`src/design/fba_pkg.sv`:
```
// Shared types and constants for the block allocator with eager watermark.
// Used by the controller, the datapath and the top level; no dependencies.
`timescale 1ns / 1ps
`default_nettype none

package fba_pkg;

    // default sizes handed to the top level parameters
    localparam int LIST_DEPTH_DEF = 1024;
    localparam int ADDR_WIDTH_DEF = 48;

    // fixed field widths
    localparam int CMD_W         = 2;
    localparam int STATUS_W      = 2;
    localparam int INDEX_W       = 32;
    localparam int FIRST_INDEX_W = 31;
    localparam int BPP_W         = 11;
    localparam int BLOCK_SIZE_W  = 32;
    localparam int LEVEL_W       = 11;
    localparam int FREE_COUNT_W  = 11;
    localparam int CFG_ADDR_W    = 3;

    // command codes
    localparam logic [CMD_W-1:0] CMD_INIT  = 2'd0;
    localparam logic [CMD_W-1:0] CMD_ALLOC = 2'd1;
    localparam logic [CMD_W-1:0] CMD_FREE  = 2'd2;

    // result status codes
    localparam logic [STATUS_W-1:0] STAT_OK    = 2'd0;
    localparam logic [STATUS_W-1:0] STAT_EMPTY = 2'd1;
    localparam logic [STATUS_W-1:0] STAT_NULL  = 2'd2;
    localparam logic [STATUS_W-1:0] STAT_FULL  = 2'd3;

    // configuration register indexes
    localparam logic [CFG_ADDR_W-1:0] REG_FIRST_INDEX   = 3'd0;
    localparam logic [CFG_ADDR_W-1:0] REG_BLOCKS        = 3'd1;
    localparam logic [CFG_ADDR_W-1:0] REG_REGION_BASE   = 3'd2;
    localparam logic [CFG_ADDR_W-1:0] REG_BLOCK_SIZE    = 3'd3;
    localparam logic [CFG_ADDR_W-1:0] REG_EAGER_START   = 3'd4;
    localparam logic [CFG_ADDR_W-1:0] REG_EAGER_FINISH  = 3'd5;

    // configuration reset values
    localparam logic [FIRST_INDEX_W-1:0] FIRST_INDEX_RST  = '0;
    localparam logic [BPP_W-1:0]         BLOCKS_RST       = 11'd1024;
    localparam logic [BLOCK_SIZE_W-1:0]  BLOCK_SIZE_RST   = 32'd4096;
    localparam logic [LEVEL_W-1:0]       EAGER_START_RST  = 11'd64;
    localparam logic [LEVEL_W-1:0]       EAGER_FINISH_RST = 11'd128;

    // controller states
    typedef enum logic [3:0] {
        ST_IDLE,
        ST_DECODE,
        ST_FILL,
        ST_ALLOC_READ,
        ST_ALLOC_POP,
        ST_ALLOC_SUM,
        ST_FREE_DIV,
        ST_FREE_PUSH,
        ST_RESULT
    } fba_state_t;

    // controller to datapath
    typedef struct packed {
        logic capture;
        logic fill;
        logic pop;
        logic alloc_sum;
        logic div_step;
        logic push;
        logic load_out;
    } dp_cmd_t;

    // datapath to controller
    typedef struct packed {
        logic [CMD_W-1:0] op;
        logic             addr_null;
        logic             list_empty;
        logic             fill_done;
        logic             div_done;
        logic             out_free;
    } dp_stat_t;

endpackage

`default_nettype wire

```
`src/design/fba_ctrl.sv`:
```
// Controller state machine: sequences init fill, alloc and free steps.
// Depends on fba_pkg for the state enum and the command/status structs.
`timescale 1ns / 1ps
`default_nettype none

module fba_ctrl (
    input  wire logic              aclk,
    input  wire logic              aresetn,
    input  wire logic              s_tvalid,
    output logic                   s_tready,
    input  wire fba_pkg::dp_stat_t stat,
    output fba_pkg::dp_cmd_t       cmd
);

    import fba_pkg::*;

    fba_state_t state_reg;
    fba_state_t state_next;

    // state register
    always_ff @(posedge aclk) begin
        if (!aresetn) begin
            state_reg <= ST_IDLE;
        end else begin
            state_reg <= state_next;
        end
    end

    // next state
    always_comb begin
        state_next = state_reg;
        case (state_reg)
            ST_IDLE: begin
                if (s_tvalid) begin
                    state_next = ST_DECODE;
                end
            end
            ST_DECODE: begin
                case (stat.op)
                    CMD_INIT:  state_next = ST_FILL;
                    CMD_ALLOC: state_next = stat.list_empty ? ST_RESULT : ST_ALLOC_READ;
                    CMD_FREE:  state_next = stat.addr_null ? ST_RESULT : ST_FREE_DIV;
                    default:   state_next = ST_RESULT;
                endcase
            end
            ST_FILL: begin
                if (stat.fill_done) begin
                    state_next = ST_RESULT;
                end
            end
            ST_ALLOC_READ: state_next = ST_ALLOC_POP;
            ST_ALLOC_POP:  state_next = ST_ALLOC_SUM;
            ST_ALLOC_SUM:  state_next = ST_RESULT;
            ST_FREE_DIV: begin
                if (stat.div_done) begin
                    state_next = ST_FREE_PUSH;
                end
            end
            ST_FREE_PUSH: state_next = ST_RESULT;
            ST_RESULT: begin
                if (stat.out_free) begin
                    state_next = ST_IDLE;
                end
            end
            default: state_next = ST_IDLE;
        endcase
    end

    // outputs
    always_comb begin
        cmd      = '0;
        s_tready = 1'b0;
        case (state_reg)
            ST_IDLE: begin
                s_tready    = 1'b1;
                cmd.capture = s_tvalid;
            end
            ST_FILL:      cmd.fill      = !stat.fill_done;
            ST_ALLOC_POP: cmd.pop       = 1'b1;
            ST_ALLOC_SUM: cmd.alloc_sum = 1'b1;
            ST_FREE_DIV:  cmd.div_step  = !stat.div_done;
            ST_FREE_PUSH: cmd.push      = 1'b1;
            ST_RESULT:    cmd.load_out  = stat.out_free;
            default: ;
        endcase
    end

endmodule

`default_nettype wire

```
`config.mk`:
```
export PLATFORM = sky130hd
export DESIGN_NAME = fba_ctrl
export DESIGN_NICKNAME = d
export VERILOG_FILES = /design/src/design/fba_pkg.sv /design/src/design/fba_ctrl.sv
export SDC_FILE = /design/constraint.sdc
export NUM_CORES = 1
export LEC_CHECK = 0
export ABC_AREA = 0
export BUFFER_PORTS_ARGS = -buffer_cell sky130_fd_sc_hd__buf_2
export CAP_MARGIN = 10
export CORE_AREA = 2 2 39 41
export CTS_CLUSTER_SIZE = 40
export DETAILED_ROUTE_END_ITERATION = 10
export DIE_AREA = 0 0 41 43
export PLACE_DENSITY = 0.58
export SYNTH_ARGS = -nofsm -noshare
export SYNTH_HDL_FRONTEND = slang
export SYNTH_SLANG_ARGS = --single-unit
```
`constraint.sdc`:
```
create_clock -name aclk -period 1.9 [get_ports aclk]
set_input_delay 0.19 -clock aclk [delete_from_list [all_inputs] [get_ports aclk]]
set_output_delay 0.19 -clock aclk [all_outputs]
set_load 0.02 [all_outputs]
```
# ---- Word-level counts from Yosys, hierarchy flattened
# Cells that the tools add are included.
# Widths: inputs -> output; s select.
dict set report totals {
  regBits 4
  input_bits 10
  out_inout_bits 8
}
dict set report classes {
  n_eq_ne 14
  mux 16
  n_reduce_logical 6
}
# operator n
set op_table {}
lappend op_table {{$pmux 4 s8} 1}
lappend op_table {{$mux 4} 6}
lappend op_table {{$eq 4x3->1 const B} 4}
lappend op_table {{$pmux 4 s3} 1}
lappend op_table {{$eq 4x2->1 const B} 2}
lappend op_table {{$mux 1} 8}
lappend op_table {{$ne 2x2->1 const B} 4}
lappend op_table {{$eq 4x1->1 const B} 1}
lappend op_table {{$eq 4x4->1 const B} 1}
lappend op_table {{$logic_not 4->1} 1}
lappend op_table {{$reduce_and 4->1} 1}
lappend op_table {{$eq 2x1->1 const B} 1}
lappend op_table {{$eq 2x2->1 const B} 1}
lappend op_table {{$logic_not 1->1} 2}
lappend op_table {{$logic_not 2->1} 1}
lappend op_table {{$reduce_or 2->1} 1}

# ---- Longest topological paths before layout
# Gate-level depths: netlist of run 1.
dict set report depth {
  ltp_word 3
  ltp_mapped 5
  depth_no_buf 4
}

# ---- Worst setup path before layout of run 1
# No wires, ideal clock.
dict set report synth_timing {
  kind {flip-flop to output port}
  startpoint {register state_reg[3]}
  endpoint {output port cmd[6] in the netlist's numbering}
  arrival_time_ns 1.561
  required_ns 1.710
  setup_slack_ns 0.149
  stages_incl_launch_ff 4
  n_path_buf 1
  cell_sequence {dfxtp_1 clkbuf_1 nor4_1 and2_1}
}
# element line_no
set synth_lines {}
lappend synth_lines {{start: declaration} fba_ctrl.sv:17} ;# fba_state_t state_reg;
lappend synth_lines {{start signal: assignment} fba_ctrl.sv:25} ;# state_reg <= state_next;
lappend synth_lines {{end: declaration} fba_ctrl.sv:12} ;# output fba_pkg::dp_cmd_t cmd

==> impl_metrics.sql, run 1 <==
INSERT INTO impl_metrics (metric_group, metric, value, unit) VALUES
('clock_network', 'clock_insertion_delay_worst_skew', '0.23', 'ns'),
('timing', 'worst_clock_skew', '0.00191', 'ns'),
('route', 'drtAntennaViolNets', '0', ''),
('global_routing', 'grt_first_pass_wirelength', '1170', 'um'),
('route', 'route.final.wire_length', '863', 'um'),
('synthesis', 'netlist_area', '315', 'sq um'),
('global_routing', 'global_route.usage.met1', '13.1', '%'),
('setup_path', 'crit_path_end_kind', 'output port', ''),
('placed_design', 'placement.io_buffers', '17', ''),
('synthesis', 'muxShareOfSynthArea', '0', '%'),
('clock_network', 'clock-root-buffer', 'sky130_fd_sc_hd__clkbuf_4', ''),
('clock_network', 'post_cts.resized_instances', '0', ''),
('clock_network', 'cts_htree_levels', '1', ''),
('floorplan', 'initial_core_util', '22.8', '%'),
('setup_path', 'timing.critical_path.arrival', '1.34', 'ns'),
('clock_network', 'post_cts_repair_setup_buffers', '0', ''),
('setup_path', 'timing.critical_path.from_type', 'flip-flop', ''),
('timing', 'relSlewSlack', '76.7', '%'),
('synthesis', 'yosysSeqAreaShare', '25.4', '%'),
('floorplan', 'die_w', '41', 'um'),
('final_layout', 'net_count_final', '73', ''),
('route', 'post_drt_via_cell_ratio', '5.18', ''),
('setup_path', 'worstPathRequired', '1.71', 'ns'),
('clock_network', 'max-clock-path-buffers', '2', ''),
('global_routing', 'grt_usage', '9.71', '%'),
('clock_network', 'tritoncts', 'yes', ''),
('floorplan', 'floorplan.die.height', '43', 'um'),
('hold_path', 'min_path_type', 'input pin to flip-flop', ''),
('clock_network', 'worst_setup_hold_path_clk_slew', '0.04', 'ns'),
('synthesis', 'synth_seq_cells', '4', ''),
('placed_design', 'dp_worst_setup_slack', '0.499', 'ns'),
('floorplan', 'num_rows', '14', ''),
('global_routing', 'gr-usage-met2', '12.8', '%'),
('clock_network', 'tritoncts.num_buffers', '3', ''),
('timing', 'fmax', '655', 'MHz'),
('timing', 'drv_slew', '0', ''),
('power_and_ir_drop', 'total_leakage_power', '0.188', 'nW'),
('clock_network', 'cts_hold_buffers', '0', ''),
('synthesis', 'post_synth_inst_count', '45', ''),
('synthesis', 'dominantRegCellSynth', 'sky130_fd_sc_hd__dfxtp_1', ''),
('synthesis', 'synth-compound-area-share', '19.0', '%'),
('timing', 'post-route-min-period', '1.53', 'ns'),
('route', 'first_iter_violations', '7', ''),
('synthesis', 'postSynthNetCount', '55', ''),
('synthesis', 'synth_simple_gate_area_share', '47.2', '%'),
('timing', 'unrepaired_setup_endpoints_after_global_routing', 'no', ''),
('setup_path', 'cp-startpoint', 'state_reg[1]$_SDFFE_PN0P_', ''),
('timing', 'fin_ws', '0.373', 'ns'),
('final_layout', 'drive_gt1_share', '32.8', '%'),
('placed_design', 'gpl.final_weighted_congestion', '0.787', ''),
('synthesis', 'post_synth_fa_ha_maj_area_fraction', '0', '%'),
('route', 'remaining_drc_errors', '0', ''),
('timing', 'setup_viol', '0', ''),
('final_layout', 'fill_cells', '165', ''),
('synthesis', 'combinational_family_with_the_most_area_after_synthesis', 'simple AND/OR/NAND/NOR gates', ''),
('floorplan', 'design.die.area', '1760', 'sq um'),
('final_layout', 'flow.area_growth_from_synthesis', '33.3', '%'),
('floorplan', 'num_io_pins', '18', ''),
('setup_path', 'timing_worst_setup_path_type', 'flip-flop to output port', ''),
('global_routing', 'first_global_vias', '294', ''),
('power_and_ir_drop', 'irDropWorstVdd', '346', 'uV'),
('route', 'drt_first_pass_iters', '4', ''),
('final_layout', 'insertedDiodeCount', '0', ''),
('timing', 'setup-tns-final', '0', 'ns'),
('status', 'outcome', 'completed', ''),
('power_and_ir_drop', 'pwr_density_cell', '863', 'nW/um^2'),
('synthesis', 'synth.distinct_cells', '22', ''),
('global_routing', 'grt_start_max_net_pins', '12', ''),
('route', 'via_count', '399', ''),
('global_routing', 'grt.met3_usage', '4.71', '%'),
('global_routing', 'total_overflow_reported_by_the_global_router', '0', '');
## cell type report
type	count	area (sq um)	share of cell area [%]
flip-flops and latches	4	80.1	19.0
repair buffers	17	85.1	20.2
multi-input cells	36	209	49.7
well taps	16	20.0	4.76
clock buffers	3	22.5	5.36
inverters	1	3.75	0.893
## cells in the final DEF (no fill, tap or decap), drive strengths merged, types with 2 or more instances in the layout
cell type	n
buf	17
nor3	5
nor2	5
dfxtp	4
o21ai	4
nand2b	3
nor4	3
clkbuf	3
nand2	2
and3	2
and2	2
a21oi	2
## worst max-delay path, cell delays in order, from the launching register on
cell and delay (ns):
sky130_fd_sc_hd__dfxtp_1 0.52, sky130_fd_sc_hd__nand2b_1 0.18, sky130_fd_sc_hd__nor4_1 0.20, sky130_fd_sc_hd__buf_2 0.21
## per-stage QoR
step	hold slack [ns]	util [%]	instance area, sq um	std cells	power (mW)
floorplan	0.344	-	315	45	0.221
global placement	0.477	28.8	398	74	0.257
detailed placement	0.481	28.8	398	74	0.257
CTS	0.232	30.4	420	77	0.366
global route	0.249	30.4	420	77	0.391
finish	0.240	30.4	420	77	0.363
## final timing paths
kind / end / depth (start not counted)
worst max-delay path: cmd[5] / 3
worst min-delay path: state_reg[3]$_SDFFE_PN0P_ / 3
worst max register to register: state_reg[3]$_SDFFE_PN0P_ / 4
worst min register to register: state_reg[3]$_SDFFE_PN0P_ / 2
## per-layer routing
metal,up-vias,share of wire [%]
li1,198,-
met1,181,50
met2,20,42
met3,0,7.9
met4,0,0
met5,-,0
## logic make-up (layout without fill, tap and decap cells)
logic type,after synthesis,after routing
flip-flops,4,4
AND/OR/NAND/NOR,26,26
buffers and inverters,5,21
AO/OA/AOI/OAI,10,10
## cell usage after synthesis (all sizes together) (2+ instances only)
library cell,n,area share (%)
nor4,3,6.0
and2,2,4.0
nand2b,3,6.0
clkbuf,3,3.6
dfxtp,4,25
nor2,5,6.0
a21oi,2,3.2
and3,2,4.0
nor3,5,7.9
o21ai,4,6.3
nand2,2,2.4
## power breakdown
part           internal, mW  total (mW)  switching (mW)  leakage [nW]
sequential           0.0965       0.127          0.0304        0.0326
clock                0.0706       0.104          0.0333        0.0138
combinational        0.0580       0.132          0.0741         0.141
total                 0.225       0.363           0.138         0.188
(Power assumes the default switching activity.)
==> run 2: changes to the inputs <==
PLACE_DENSITY = 0.6   (was 0.58)
clock period = 1.3 ns   (was 1.9 ns; I/O delays follow)
==> impl_metrics.sql, run 2 (synthesized netlist as in run 1, its figures left out) <==
INSERT INTO impl_metrics (metric_group, metric, value, unit) VALUES
('placed_design', 'placement.io_buffers', '17', ''),
('timing', 'hold_ws', '0.166', 'ns'),
('final_layout', 'largest_register_ffs', '4', ''),
('placed_design', 'place_hpwl', '709', 'um'),
('setup_path', 'timing.critical_path.arrival', '1.26', 'ns'),
('setup_path', 'timing.critical_path.slowest_stage_cell', 'sky130_fd_sc_hd__dfxtp_4', ''),
('timing', 'relSlewSlack', '83.0', '%'),
('route', 'via_count', '452', ''),
('global_routing', 'first_global_vias', '396', ''),
('floorplan', 'initial_core_util', '22.8', '%'),
('clock_network', 'worst_setup_hold_path_clk_slew', '0.05', 'ns'),
('power_and_ir_drop', 'pwr_density_cell', '1170', 'nW/um^2'),
('clock_network', 'cts_htree_levels', '1', ''),
('timing', 'tightestPinTransition', '0.252', 'ns'),
('status', 'outcome', 'complete, but fails checks', ''),
('route', 'drtAntennaViolNets', '0', ''),
('global_routing', 'grt_usage', '14.7', '%'),
('route', 'first_iter_violations', '21', ''),
('power_and_ir_drop', 'finalPower', '728', 'uW'),
('final_layout', 'flow.area_growth_from_synthesis', '97.2', '%'),
('final_layout', 'layout.core_utilization', '44.9', '%'),
('setup_path', 'timing.critical_path.from_type', 'flip-flop', ''),
('final_layout', 'sequential_cell_area', '87.6', 'sq um'),
('route', 'route.final.wire_length', '1280', 'um'),
('timing', 'post-route-min-period', '1.39', 'ns'),
('final_layout', 'multiInputGateArea', '298', 'sq um'),
('floorplan', 'design.die.area', '1760', 'sq um'),
('global_routing', 'grt_start_max_net_pins', '11', ''),
('setup_path', 'worstPathMaxFanout', '3', ''),
('global_routing', 'grt_first_pass_wirelength', '1630', 'um'),
('route', 'drt_first_pass_iters', '4', ''),
('route', 'post_drt_wl_per_cell', '14.5', 'um'),
('final_layout', 'fill_cells', '143', ''),
('final_layout', 'drive_gt1_share', '65.3', '%'),
('global_routing', 'total_overflow_reported_by_the_global_router', '0', ''),
('timing', 'final_hold_viol_count', '0', ''),
('timing', 'unrepaired_setup_endpoints_after_global_routing', 'yes', ''),
('setup_path', 'worstPathRequired', '1.17', 'ns'),
('power_and_ir_drop', 'total_leakage_power', '0.278', 'nW'),
('floorplan', 'num_io_pins', '18', ''),
('clock_network', 'clock_insertion_delay_worst_skew', '0.25', 'ns'),
('hold_path', 'min_path_type', 'input pin to flip-flop', ''),
('final_layout', 'insertedDiodeCount', '0', ''),
('final_layout', 'leading_cell_types_in_the_layout_fill_and_taps_excluded', 'sky130_fd_sc_hd__buf_2 (14), sky130_fd_sc_hd__buf_4 (10), sky130_fd_sc_hd__nor2_1 (5)', ''),
('timing', 'setup-tns-final', '-0.179', 'ns'),
('timing', 'fmax', '720', 'MHz'),
('timing', 'worst_clock_skew', '0.0148', 'ns'),
('setup_path', 'cp_cell_sequence', 'buf_6 -> nor4_4 -> and2_4 -> buf_6', ''),
('route', 'remaining_drc_errors', '0', ''),
('clock_network', 'cts.sinks', '4', ''),
('floorplan', 'die_w', '41', 'um'),
('setup_path', 'crit_path_max_incr_delay', '0.34', 'ns'),
('setup_path', 'crit_path_end_kind', 'output port', ''),
('clock_network', 'tritoncts', 'yes', ''),
('clock_network', 'max-clock-path-buffers', '2', ''),
('clock_network', 'tritoncts.num_buffers', '3', ''),
('setup_path', 'timing_worst_setup_path_type', 'flip-flop to output port', ''),
('final_layout', 'net_count_final', '84', ''),
('run', 'timing.max_cap.violations', '0', ''),
('final_layout', 'layout.cells.most_common', 'sky130_fd_sc_hd__buf_2', ''),
('floorplan', 'design.core.area', '1380', 'sq um'),
('placed_design', 'gpl.final_weighted_congestion', '0.779', ''),
('clock_network', 'clock-root-buffer', 'sky130_fd_sc_hd__clkbuf_4', ''),
('status', 'violations_in_the_final_reports', 'negative setup slack', ''),
('power_and_ir_drop', 'irDropWorstVdd', '624', 'uV'),
('route', 'post_drt_via_cell_ratio', '5.14', ''),
('global_routing', 'grt_antenna_before_repair', '0', ''),
('timing', 'fin_ws', '-0.0899', 'ns'),
('timing', 'final.period_utilization', '107', '%'),
('setup_path', 'path_common_cell', 'sky130_fd_sc_hd__buf_6', ''),
('timing', 'drv_slew', '0', ''),
('floorplan', 'floorplan.die.height', '43', 'um'),
('timing', 'setup_viol', '5', ''),
('floorplan', 'num_rows', '14', '');
-- run 2: path summary, 6_finish.rpt --
| kind | end | slack [ns] | startpoint | depth (start not counted) |
|---|---|---|---|---|
| setup / recovery | cmd[6] | -0.09 | state_reg[2]$_SDFFE_PN0P_ | 4 |
| hold / removal | state_reg[3]$_SDFFE_PN0P_ | 0.17 | stat[0] | 3 |
| setup reg to reg | state_reg[3]$_SDFFE_PN0P_ | 0.04 | state_reg[2]$_SDFFE_PN0P_ | 6 |
| hold reg to reg | state_reg[3]$_SDFFE_PN0P_ | 0.53 | state_reg[3]$_SDFFE_PN0P_ | 2 |
-- run 2: through the flow --
| step | cells | instance area (sq um) | worst slack, ns |
|---|---|---|---|
| floorplan | 45 | 337 | -0.0621 |
| global placement | 80 | 464 | 0.118 |
| detailed placement | 80 | 464 | 0.0845 |
| CTS | 86 | 556 | -0.0830 |
| global route | 88 | 622 | -0.140 |
| finish | 88 | 622 | -0.0899 |
-- run 2: layer usage --
layer	wire, um	share of wire, %	vias to the layer above	GRT usage (%)
met4	27	2.1	0	12.0
met1	483	38	210	15.4
li1	-	-	219	-
met5	0	0	-	0
met2	696	54	19	22.5
met3	71	5.5	4	4.71
-- run 2: cell type report --
| cell class | instances | share of cell area (%) |
|---|---|---|
| flip-flops and latches | 4 | 14.1 |
| well taps | 16 | 3.22 |
| multi-input cells | 36 | 47.9 |
| repair buffers | 28 | 30.6 |
| inverters | 1 | 0.604 |
| clock buffers | 3 | 3.62 |
-- run 2: critical path: cells and delay by family, from the launching register on --
kind | cells | cell delay (ns)
buffers and inverters | 2 | 0.23
flip-flops | 1 | 0.34
AND/OR/NAND/NOR | 2 | 0.45
-- run 2: repair_timing --
action,CTS,global route
cloned,0,1
hold buffers,0,0
setup buffers,3,1
endpoints found under the setup margin,7,9
pin swaps,3,2
gates resized for setup,13,12
-- run 2: report_power, final --
| part | switching, mW | internal, mW | leakage, nW |
|---|---|---|---|
| clock | 0.0596 | 0.104 | 0.0138 |
| sequential | 0.0194 | 0.144 | 0.0347 |
| combinational | 0.201 | 0.200 | 0.230 |
